$ cat src/rtl/mrt_pkg.sv
// Shared types, widths and status codes for the mapped region table.
// No dependencies; every other file uses this package.
package mrt_pkg;

  localparam int TABLE_SLOTS_DEF = 64;
  localparam int PAGE_BYTES_DEF  = 4096;
  localparam int OPEN_FILES_DEF  = 16;

  localparam int ADDR_W  = 38;
  localparam int START_W = 39;
  localparam int LEN_W   = 32;
  localparam int SLEN_W  = 31;
  localparam int OFS_W   = 32;
  localparam int PID_W   = 6;
  localparam int FD_W    = 6;
  localparam int STAT_W  = 4;
  localparam int SLOT_W  = 6;
  localparam int CNT_W   = 7;

  localparam logic [1:0] ACT_MAP     = 2'd0;
  localparam logic [1:0] ACT_UNMAP   = 2'd1;
  localparam logic [1:0] ACT_FAULT   = 2'd2;
  localparam logic [1:0] ACT_RELEASE = 2'd3;

  localparam logic [STAT_W-1:0] ST_OK         = 4'd0;
  localparam logic [STAT_W-1:0] ST_MISALIGNED = 4'd1;
  localparam logic [STAT_W-1:0] ST_BAD_LENGTH = 4'd2;
  localparam logic [STAT_W-1:0] ST_BAD_PROT   = 4'd3;
  localparam logic [STAT_W-1:0] ST_BAD_FLAGS  = 4'd4;
  localparam logic [STAT_W-1:0] ST_BAD_FILE   = 4'd5;
  localparam logic [STAT_W-1:0] ST_FULL       = 4'd6;
  localparam logic [STAT_W-1:0] ST_NOT_FOUND  = 4'd7;
  localparam logic [STAT_W-1:0] ST_DENIED     = 4'd8;

  localparam logic [ADDR_W-1:0] MAP_BASE_RST = 38'd1073741824;

  typedef struct packed {
    logic [START_W-1:0] start;
    logic [SLEN_W-1:0]  length;
    logic [OFS_W-1:0]   src_offset;
    logic               writable;
    logic               anonymous;
  } mrt_entry_t;

  typedef struct packed {
    logic               en;
    logic               data_en;
    logic [PID_W-1:0]   owner;
    mrt_entry_t         entry;
  } mrt_wr_t;

endpackage

$ cat src/rtl/mrt_check.sv
// Argument checks for a map request, in priority order.
// Depends on mrt_pkg for status codes and widths.
module mrt_check #(
  parameter int PAGE_BYTES = mrt_pkg::PAGE_BYTES_DEF,
  parameter int OPEN_FILES = mrt_pkg::OPEN_FILES_DEF
) (
  input  logic [mrt_pkg::ADDR_W-1:0]        address,
  input  logic signed [mrt_pkg::LEN_W-1:0]  length,
  input  logic [1:0]                        prot,
  input  logic [1:0]                        flags,
  input  logic signed [mrt_pkg::FD_W-1:0]   fd,
  input  logic signed [mrt_pkg::OFS_W-1:0]  src_offset,
  input  logic [2:0]                        file_access,
  output logic [mrt_pkg::STAT_W-1:0]        status
);
  localparam int PB = $clog2(PAGE_BYTES);

  logic fd_bad;

  // fd is negative or not below the open file count
  assign fd_bad = fd[mrt_pkg::FD_W-1] ||
                  ({2'b00, fd[mrt_pkg::FD_W-2:0]} >= 7'(OPEN_FILES));

  always_comb begin
    status = mrt_pkg::ST_OK;
    if (address[PB-1:0] != '0) begin
      status = mrt_pkg::ST_MISALIGNED;
    end else if (length <= 0 || length[PB-1:0] != '0) begin
      status = mrt_pkg::ST_BAD_LENGTH;
    end else if (prot != 2'd1 && prot != 2'd3) begin
      status = mrt_pkg::ST_BAD_PROT;
    end else if (flags[1]) begin
      status = mrt_pkg::ST_BAD_FLAGS;
    end else if (flags[0]) begin
      if (fd != -6'sd1 || src_offset != '0) status = mrt_pkg::ST_BAD_FILE;
    end else begin
      if (fd_bad || !file_access[0] || (prot[0] && !file_access[1]) ||
          (prot[1] && !file_access[2])) begin
        status = mrt_pkg::ST_BAD_FILE;
      end
    end
  end
endmodule

$ cat config.mk
export PLATFORM = sky130hd
export DESIGN_NAME = mrt_check
export DESIGN_NICKNAME = d
export VERILOG_FILES = /design/src/rtl/mrt_pkg.sv /design/src/rtl/mrt_check.sv
export SDC_FILE = /design/constraint.sdc
export NUM_CORES = 1
export LEC_CHECK = 0
export BUFFER_PORTS_ARGS = -buffer_cell sky130_fd_sc_hd__buf_2
export CORE_UTILIZATION = 15
export DETAILED_ROUTE_END_ITERATION = 6
export PLACE_DENSITY_LB_ADDON = 0.12
export SLEW_MARGIN = 30
export SYNTH_ARGS = -nofsm -noshare
export SYNTH_HDL_FRONTEND = slang
export SYNTH_SLANG_ARGS = --single-unit
$ cat constraint.sdc
create_clock -name vclk -period 1.2
set_input_delay 0.06 -clock vclk [all_inputs]
set_output_delay 0.06 -clock vclk [all_outputs]
set_load 0.005 [all_outputs]
# == Word-level counts from Yosys, hierarchy flattened ==
# Cells that the tools add are included.
# totals
wordCells,27
in_bits,115
ff_bits,0
# op_classes
mux,7
order_cmp,2
n_eq_ne,3
n_reduce_logical,15
# ops
op,n
32-bit by 1-bit <= comparator with 1-bit output (second input constant),1
32-bit nonzero test,1
12-bit nonzero test,2
4-bit two-way mux,5
1-bit logical OR,6
3-bit two-way mux,2
6-bit by 1-bit inequality test with 1-bit output (second input constant),1
5-bit >= comparator (second input constant),1
1-bit logical AND,3
1-bit logical NOT,3
2-bit by 1-bit inequality test with 1-bit output (second input constant),1
2-bit inequality test (second input constant),1

# == Logic depth before layout (Yosys ltp) ==
# Gate-level depths: netlist (run 1).
# logic_depth
depth_word,11
depth_mapped,4

# == Least setup slack after synthesis (run 1) ==
# Ideal clock, no wire load.
# synth_timing
path_type,input to output
start,input port length[7] in the netlist's numbering
end,output port status[2] in the netlist's numbering
arrival_time_ns,1.140
cell_stages,4
slack_ns,0.000
path_cell_list,or4_4 -> nor4_4 -> o211ai_2 -> a2111oi_2
# synth_between
elab_chain_cells,4
word_cells_on_any_way,5
cone_classes,order compare: 1; mux: 2; reduce/logical: 2
# synth_lines
element,line,text
"start, declared",mrt_check.sv:8,"input logic signed [mrt_pkg::LEN_W-1:0] length,"
32-bit by 1-bit <= comparator with 1-bit output or 12-bit nonzero test (tied branches),mrt_check.sv:28,end else if (length <= 0 || length[PB-1:0] != '0) begin
1-bit logical OR *,mrt_check.sv:28,
4-bit two-way mux *,mrt_check.sv:28,
4-bit two-way mux *,mrt_check.sv:26,if (address[PB-1:0] != '0) begin
"end, declared",mrt_check.sv:14,output logic [mrt_pkg::STAT_W-1:0] status
# Mark *: on every way between the ends. The rest lies on a longest branch, timed or not.

# == Worst setup path after layout (run 1) ==
# Same ends and word-level chain as after synthesis.

==> reports/results.tsv, run 1 <==
stage	metric	value	unit
outcome	outcome	complete, but fails checks	
outcome	failed_checks	negative setup slack	
cells_and_area	final_common_cell	buf_2	
pwr	p_seq_share	0	%
worst_setup_path	end_kind	primary output	
pwr	p_leak	0.445	nW
sta	fin_crit_sh	122	%
cells_and_area	seq_cell_count	0	
placed_design	placed_cell_area	803	um^2
sta	fmax	0.683	GHz
worst_setup_path	critical_path.cell_chain	buf_6, or4_4, nor4_4, o211ai_2, a2111oi_2, buf_2	
placed_design	port_buffers	92	
pwr	comb_power_share	100.0	%
cells_and_area	area_growth	167	%
worst_setup_path	cp.required	1.14	ns
sta	hold_viol	0	
placed_design	preCtsSetupSlack	-0.300	ns
placed_design	gp_congestion	0.698	
floorplanning	start_util	16.7	%
cells_and_area	drive_gt1_share	74.1	%
routing	first_iter_violations	2	
logic_synthesis	syn-cell-area	304	um^2
logic_synthesis	synth_top_area_share	30.9	%
pwr	ir_worst_vdd	0.0000953	V
placed_design	dp_hpwl	1450	um
flow_run	maxCapViolCount	0	
cells_and_area	mostFrequentLayoutCells	buf_2 (91), nor4_1 (15), inv_1 (3)	
routing	drc	0	
logic_synthesis	synth_top_area_cell	nor4_1	
logic_synthesis	synth.area.top_cells	nor4_1 (31%), nor4_4 (7.0%), o221ai_1 (5.8%)	
pwr	p_sw_share	31.5	%
cells_and_area	regArea	0	um^2
routing	final_antenna_net_count	0	
logic_synthesis	yosysWarnings	0	
grt	grt_max_degree	4	
grt	grt_pass1_wl	1860	um
worst_setup_path	critPathKind	in -> out	
worst_setup_path	critical_path_arrival	1.40	ns
cells_and_area	nClkBuffers	0	
pwr	power_frac_clock	0	%
sta	hold-worst-slack	0.451	ns
logic_synthesis	synthCells	42	
grt	first_global_vias	571	
floorplanning	die_area	0.00221	mm^2
cells_and_area	stdcell_area	813	um^2
grt	grt.total_usage	11.1	%
grt	antenna_found_initial	0	
logic_synthesis	seq_area_frac_synth	0	%
worst_setup_path	critPathTopFamily	simple AND/OR/NAND/NOR gates	
routing	wl_per_cell	8.95	um
routing	routed_wl	1430	um
floorplanning	rows	15	
routing	firstDrtPassIters	2	
pwr	net-switching-power	54.4	uW
worst_setup_path	max_stage_delay	0.53	ns
sta	slew_viol_final	0	
floorplanning	core_region_area	0.00182	mm^2
clock_network	postCtsHoldBufs	0	
grt	overflow	0	
sta	min_period	1.46	ns
cells_and_area	multi_input_area	289	um^2
logic_synthesis	syn_avg_cell_area	7.24	um^2
worst_setup_path	cpMaxStageDelayCell	or4_4	
pwr	power_density	212	mW/mm^2
floorplanning	io_pins	119	
routing	via_per_inst	4.63	
worst_setup_path	crit_fanout	3	
sta	setup-violations-final	3	
worst_setup_path	cp-start-kind	input pin	
sta	rsz0062_at_grt	yes	
cells_and_area	antenna_cells	0	
logic_synthesis	syn-num-nets	157	
cells_and_area	fillers	196	
cells_and_area	final_net_count	252	
worst_hold_path	hp-class	in -> out	
logic_synthesis	yosys.cell_types.count	22	
pwr	p_int	118	uW
floorplanning	die_x	47.0	um
floorplanning	fp.dieH	47.0	um
sta	fin_ws	-0.263	ns
routing	vias	740	
worst_setup_path	path_buf_inv	2	
## per-layer routing
metal  GRT usage (%)  wire, um  vias to the layer above
met1            8.41       460                      309
met4               0         0                        0
met5               0         0                        -
met3           0.769       184                        0
met2            28.3       787                       55
li1                -         -                      376
## per-stage QoR
stage | cells | power, mW | utilization (%) | TNS, ns
2_1_floorplan | 42 | 0.0248 | - | 0
3_3_place_gp | 160 | 0.165 | 44.1 | -0.742
3_5_place_dp | 160 | 0.171 | 44.1 | -0.781
4_1_cts | 160 | 0.174 | 44.5 | -0.791
5_1_grt | 160 | 0.193 | 44.7 | -0.895
6_report | 160 | 0.172 | 44.7 | -0.688
## tightest hold or removal path, stage by stage
cell and delay [ns]:
buf_2 0.09, o221ai_1 0.11, buf_2 0.14
## synthesized netlist by cell type (2+ instances only)
master	count
nor4_1	15
nand2_1	2
nand4_1	2
inv_1	3
o221ai_1	2
nand3_1	2
## path summary, 6_finish.rpt
check,from,depth (start not counted),to
max,length[7],6,status[2]
min,prot[0],3,status[0]
## kinds of logic after synthesis
family                 share of synthesized area, %
buffers and inverters                          6.17
AO/OA/AOI/OAI                                  22.6
other                                          1.23
AND/OR/NAND/NOR                                70.0
## power groups by stage
stage	logic, mW	clock network (mW)	registers, mW
after detailed placement	0.171	0	0
after global placement	0.165	0	0
final	0.172	0	0
after CTS	0.174	0	0
after global routing	0.193	0	0
after floorplan	0.0248	0	0
## cell type report
cell class | count | share of cell area [%]
Multi-Input combinational cell | 38 | 35.5
Tap cell | 25 | 3.85
Inverter | 3 | 1.38
Timing Repair Buffer | 94 | 59.2
## what timing repair did
action                     4_1_cts  5_1_grt
hold endpoints to repair         0        0
pin swaps                        2        1
resized for setup                1        1
setup buffers                    0        0
setup endpoints to repair        3        3
(Power assumes the default switching activity.)
==> run 2: changes to the inputs <==
--- a/config.mk
+++ b/config.mk
@@ -8,7 +8,7 @@
 export BUFFER_PORTS_ARGS = -buffer_cell sky130_fd_sc_hd__buf_2
 export CORE_UTILIZATION = 15
 export DETAILED_ROUTE_END_ITERATION = 6
-export PLACE_DENSITY_LB_ADDON = 0.12
+export PLACE_DENSITY = 0.8
 export SLEW_MARGIN = 30
 export SYNTH_ARGS = -nofsm -noshare
 export SYNTH_HDL_FRONTEND = slang
==> run 2 against run 1 <==
The run still ends with negative setup slack left. Worst hold slack worse by 0.0067 ns. Non-clock buffer count stayed put. Setup slack hardly changed. Sequential share of layout area stayed put. Fmax hardly changed. Die area stayed put. Final cell count stayed put. Critical path depth stayed put. First-iteration DRC count is 50% lower. Flip-flop and latch count stayed put. Critical endpoint unchanged. Largest power group unchanged.
==> reports/results.tsv, run 2 (synthesized netlist as in run 1, its figures left out) <==
stage	metric	value	unit	change
pwr	p_seq_share	0	%	about the same
worst_setup_path	critPathKind	in -> out		unchanged
floorplanning	die_area	0.00221	mm^2	unchanged
grt	overflow	0		unchanged
floorplanning	fp.dieH	47.0	um	unchanged
worst_setup_path	critPathLaunch	length[7]		unchanged
pwr	power_frac_clock	0	%	about the same
floorplanning	die_x	47.0	um	unchanged
cells_and_area	final_net_count	252		unchanged
worst_hold_path	holdCritStartpoint	prot[0]		unchanged
sta	fmax	0.683	GHz	about the same
grt	grt_pass1_wl	2050	um	was 1860 um
routing	vias	740		unchanged
cells_and_area	mostFrequentLayoutCells	buf_2 (90), nor4_1 (15), inv_1 (3)		was buf_2 (91), nor4_1 (15), inv_1 (3)
clock_network	post_cts_buffers	0		unchanged
grt	antenna_found_initial	0		unchanged
routing	wl_per_cell	10.0	um	was 8.95 um
routing	routed_wl	1610	um	was 1430 um
pwr	net-switching-power	55.3	uW	was 54.4 uW
sta	slew_viol_final	0		unchanged
routing	first_iter_violations	1		was 2
placed_design	dp_hpwl	1560	um	was 1450 um
worst_hold_path	hold_path_end	status[0]		unchanged
pwr	p_int	119	uW	was 118 uW
cells_and_area	seq_cell_count	0		unchanged
placed_design	dp.cells	160		unchanged
grt	grt_max_degree	4		unchanged
cells_and_area	stdcell_area	816	um^2	was 813 um^2
sta	min_period	1.46	ns	about the same
sta	rsz0062_at_grt	yes		unchanged
cells_and_area	final_common_cell	buf_2		unchanged
placed_design	gp_congestion	0.702		was 0.698
cells_and_area	antenna_cells	0		unchanged
sta	setup-violations-final	3		unchanged
pwr	p_leak	0.445	nW	about the same
flow_run	maxCapViolCount	0		unchanged
worst_setup_path	critical_path_arrival	1.40	ns	about the same
worst_hold_path	hp-class	in -> out		unchanged
worst_setup_path	crit_fanout	3		unchanged
floorplanning	rows	15		unchanged
routing	via_per_inst	4.63		unchanged
cells_and_area	regArea	0	um^2	unchanged
cells_and_area	final_cells	160		unchanged
routing	drc	0		unchanged
outcome	failed_checks	negative setup slack		unchanged
worst_setup_path	cp.required	1.14	ns	about the same
floorplanning	io_pins	119		unchanged
floorplanning	core_region_area	0.00182	mm^2	unchanged
cells_and_area	drive_gt1_share	73.3	%	was 74.1%
cells_and_area	area_growth	168	%	was 167%
sta	fin_ws	-0.263	ns	about the same
placed_design	placed_cell_area	803	um^2	unchanged
routing	firstDrtPassIters	4		was 2
floorplanning	start_util	16.7	%	unchanged
pwr	comb_power_share	100.0	%	about the same
sta	fin_crit_sh	122	%	about the same
pwr	p_sw_share	31.7	%	was 31.5%
cells_and_area	final_util	44.8	%	was 44.7%
grt	first_global_vias	626		was 571
worst_hold_path	hold_depth	3		unchanged
cells_and_area	nClkBuffers	0		unchanged
worst_setup_path	end_kind	primary output		unchanged
worst_setup_path	cp-start-kind	input pin		unchanged
sta	hold_viol	0		unchanged
clock_network	postCtsHoldBufs	0		unchanged
placed_design	port_buffers	92		unchanged
grt	grt.total_usage	12.4	%	was 11.1%
placed_design	preCtsSetupSlack	-0.283	ns	was -0.300 ns
sta	finalSetupTns	-0.684	ns	was -0.688 ns
routing	final_antenna_net_count	0		unchanged
pwr	power_density	214	mW/mm^2	was 212 mW/mm^2
pwr	ir_worst_vdd	0.000108	V	was 0.0000953 V
outcome	outcome	complete, but fails checks		unchanged
[run 2: cell counts in the layout (fill, tap and decap cells not counted)]
No cell type changed its count.
[run 2: power groups by stage]
stage	clock, mW	sequential (mW)	combinational (mW)
after global routing	0	0	0.195
after floorplan	0	0	0.0248
after detailed placement	0	0	0.172
final	0	0	0.175
after CTS	0	0	0.177
after global placement	0	0	0.167
[run 2: cell type report]
class	count	area, um^2
timing repair buffer	94	488
inverter	3	11.3
tap	25	31.3
fill	198	1000
multi-input combinational	38	285
[run 2: layer usage]
layer / up-vias / global-route usage, % / routed length (um)
met5: - / 0 / 0
met2: 56 / 31.7 / 889
met1: 310 / 9.32 / 517
li1: 374 / - / -
met4: 0 / 0 / 0
met3: 0 / 1.15 / 198
[run 2: timing repair]
item | CTS | global route
gates cloned | 0 | 0
pin swaps | 2 | 0
setup endpoints to repair | 3 | 3
gates resized for setup | 2 | 0
[run 2: worst max-delay path by stage]
stage / to / slack [ns] / depth (start not counted)
3_5_place_dp: status[2] / -0.28 / 6
5_1_grt: status[2] / -0.32 / 6
6_report: status[2] / -0.26 / 6
3_3_place_gp: status[2] / -0.28 / 6
2_1_floorplan: status[2] / 0.00007 / 4
4_1_cts: status[2] / -0.27 / 6
[run 2: worst max-delay path, stage by stage]
cell	delay, ns
buf_6	0.09
or4_4	0.53
nor4_4	0.18
o211ai_2	0.15
a2111oi_2	0.22
buf_2	0.17
[run 2: per-stage QoR]
stage	hold slack [ns]	power, mW
after floorplan	0.240	0.0248
final	0.445	0.175
after global routing	0.485	0.195
after CTS	0.458	0.177
after detailed placement	0.467	0.172
after global placement	0.454	0.167
==> run 3: changes to the inputs <==
--- a/config.mk
+++ b/config.mk
@@ -6,9 +6,10 @@
 export NUM_CORES = 1
 export LEC_CHECK = 0
 export BUFFER_PORTS_ARGS = -buffer_cell sky130_fd_sc_hd__buf_2
-export CORE_UTILIZATION = 15
+export CORE_ASPECT_RATIO = 0.8
+export CORE_UTILIZATION = 16
 export DETAILED_ROUTE_END_ITERATION = 6
-export PLACE_DENSITY = 0.8
+export PLACE_DENSITY = 0.81
 export SLEW_MARGIN = 30
 export SYNTH_ARGS = -nofsm -noshare
 export SYNTH_HDL_FRONTEND = slang
==> constraint.sdc (replaced) <==
create_clock -name vclk -period 1.5
set_input_delay 0.075 -clock vclk [all_inputs]
set_output_delay 0.075 -clock vclk [all_outputs]
set_load 0.005 [all_outputs]
==> run 3 against run 2 <==
The flow still finishes with violations (negative setup slack). Die area is 5.9% lower. Setup slack better by 0.25 ns. Non-clock buffer count fell by 2. Critical path depth unchanged. Total power fell by 20%. Largest cell class unchanged.
==> reports/results.tsv, run 3 (synthesized netlist as in run 1, its figures left out) <==
stage	metric	value	unit	change
worst_hold_path	hp-class	in -> out		unchanged
floorplanning	die_area	0.00208	mm^2	was 0.00221 mm^2
sta	fin_ws	-0.0115	ns	was -0.263 ns
routing	drc	0		unchanged
cells_and_area	nClkBuffers	0		unchanged
grt	grt.total_usage	13.7	%	was 12.4%
worst_setup_path	cp.required	1.42	ns	was 1.14 ns
pwr	ir_worst_vdd	0.0000714	V	was 0.000108 V
worst_setup_path	critical_path.cell_chain	buf_6, or4_4, nor4_4, o211ai_2, a2111oi_2, buf_2		unchanged
placed_design	dp.cells	155		was 160
worst_setup_path	critPathTopFamily	simple AND/OR/NAND/NOR gates		unchanged
cells_and_area	mostFrequentLayoutCells	buf_2 (91), nor4_1 (15), inv_1 (3)		was buf_2 (90), nor4_1 (15), inv_1 (3)
routing	wl_per_cell	11.1	um	was 10.0 um
cells_and_area	fillers	191		was 198
sta	slew_viol_final	0		unchanged
sta	setup-violations-final	1		was 3
cells_and_area	final_common_cell	buf_2		unchanged
sta	rsz0062_at_grt	yes		unchanged
cells_and_area	area_growth	163	%	was 168%
outcome	outcome	complete, but fails checks		unchanged
pwr	power_density	174	mW/mm^2	was 214 mW/mm^2
cells_and_area	drive_gt1_share	73.7	%	was 73.3%
grt	grt_max_degree	4		unchanged
floorplanning	die_x	50.7	um	was 47.0 um
routing	final_antenna_net_count	0		unchanged
worst_setup_path	critical_path_arrival	1.44	ns	was 1.40 ns
outcome	failed_checks	negative setup slack		unchanged
pwr	p_leak	0.437	nW	was 0.445 nW
sta	hold_viol	0		unchanged
clock_network	postCtsHoldBufs	0		unchanged
pwr	p_total	139	uW	was 175 uW
worst_setup_path	cp-start-kind	input pin		unchanged
cells_and_area	multi_input_area	295	um^2	was 285 um^2
placed_design	port_buffers	92		unchanged
flow_run	maxCapViolCount	0		unchanged
routing	routed_wl	1720	um	was 1610 um
worst_setup_path	max_stage_delay	0.53	ns	about the same
routing	via_per_inst	4.79		was 4.63
cells_and_area	antenna_cells	0		unchanged
worst_setup_path	cpMaxStageDelayCell	or4_4		unchanged
cells_and_area	final_net_count	250		was 252
worst_hold_path	hold_path_end	status[0]		unchanged
cells_and_area	final_cells	155		was 160
cells_and_area	seq_cell_count	0		unchanged
floorplanning	rows	13		was 15
worst_setup_path	critPathKind	in -> out		unchanged
floorplanning	io_pins	119		unchanged
floorplanning	start_util	17.8	%	was 16.7%
worst_setup_path	path_buf_inv	2		unchanged
cells_and_area	regArea	0	um^2	unchanged
clock_network	post_cts_buffers	0		unchanged
worst_hold_path	holdCritStartpoint	prot[0]		unchanged
worst_setup_path	end_kind	primary output		unchanged
sta	min_period	1.51	ns	
grt	first_global_vias	581		was 626
routing	first_iter_violations	3		was 1
grt	antenna_found_initial	0		unchanged
placed_design	dp_hpwl	1650	um	was 1560 um
routing	vias	743		was 740
grt	grt_pass1_wl	2150	um	was 2050 um
routing	firstDrtPassIters	4		unchanged
sta	fin_crit_sh	101	%	
floorplanning	fp.dieH	41.0	um	was 47.0 um
sta	fmax	0.662	GHz	
grt	overflow	0		unchanged
floorplanning	core_region_area	0.00171	mm^2	was 0.00182 mm^2
worst_setup_path	crit_fanout	3		unchanged
placed_design	gp_congestion	0.745		was 0.702
worst_hold_path	hold_depth	3		unchanged
==> run 3: cell count changes in the layout (fill, tap and decap cells not counted), sizes merged <==
cell,previous run,this run
buf,94,92
==> run 3: routing by layer <==
metal	routed length (um)	global-route usage [%]	up-vias
li1	-	-	373
met4	0	0	0
met1	558	13.0	328
met2	1010	35.0	42
met5	0	0	-
met3	152	0.370	0
==> run 3: worst max-delay path by stage <==
stage	startpoint	endpoint	slack, ns	depth (start not counted)
final	length[7]	status[2]	-0.01	6
after global routing	length[7]	status[2]	-0.10	6
after CTS	length[7]	status[2]	-0.02	6
after detailed placement	length[1]	status[2]	-0.05	6
after global placement	length[1]	status[2]	-0.003	6
after floorplan	length[7]	status[2]	0.27	4
==> run 3: metrics by stage <==
step	worst slack [ns]	hold slack, ns	util [%]	area, um^2	setup TNS [ns]
floorplan	0.270	0.270	-	304	0
global placement	-0.00254	0.483	45.9	785	-0.00254
detailed placement	-0.0471	0.503	45.9	785	-0.0611
CTS	-0.0235	0.506	46.9	801	-0.0235
global route	-0.100	0.534	46.9	801	-0.183
finish	-0.0115	0.503	46.9	801	-0.0115
==> run 3: repair_timing <==
item / in CTS / in global routing
setup endpoints to repair: 2 / 3
gates resized for setup: 3 / 0
pin swaps: 0 / 0
==> run 3: worst min-delay path: stages <==
cell and delay [ns]:
buf_2 0.09, o221ai_1 0.13, buf_2 0.14
==> run 3: layout make-up <==
| class | count | area share (%) |
|---|---|---|
| inverters | 3 | 1.41 |
| multi-input cells | 38 | 36.9 |
| well taps | 22 | 3.44 |
| repair buffers | 92 | 58.3 |
==> run 3: power breakdown <==
group	internal (mW)	total (mW)	switching (mW)
Clock	0	0	0
Sequential	0	0	0
Combinational	0.0926	0.139	0.0468
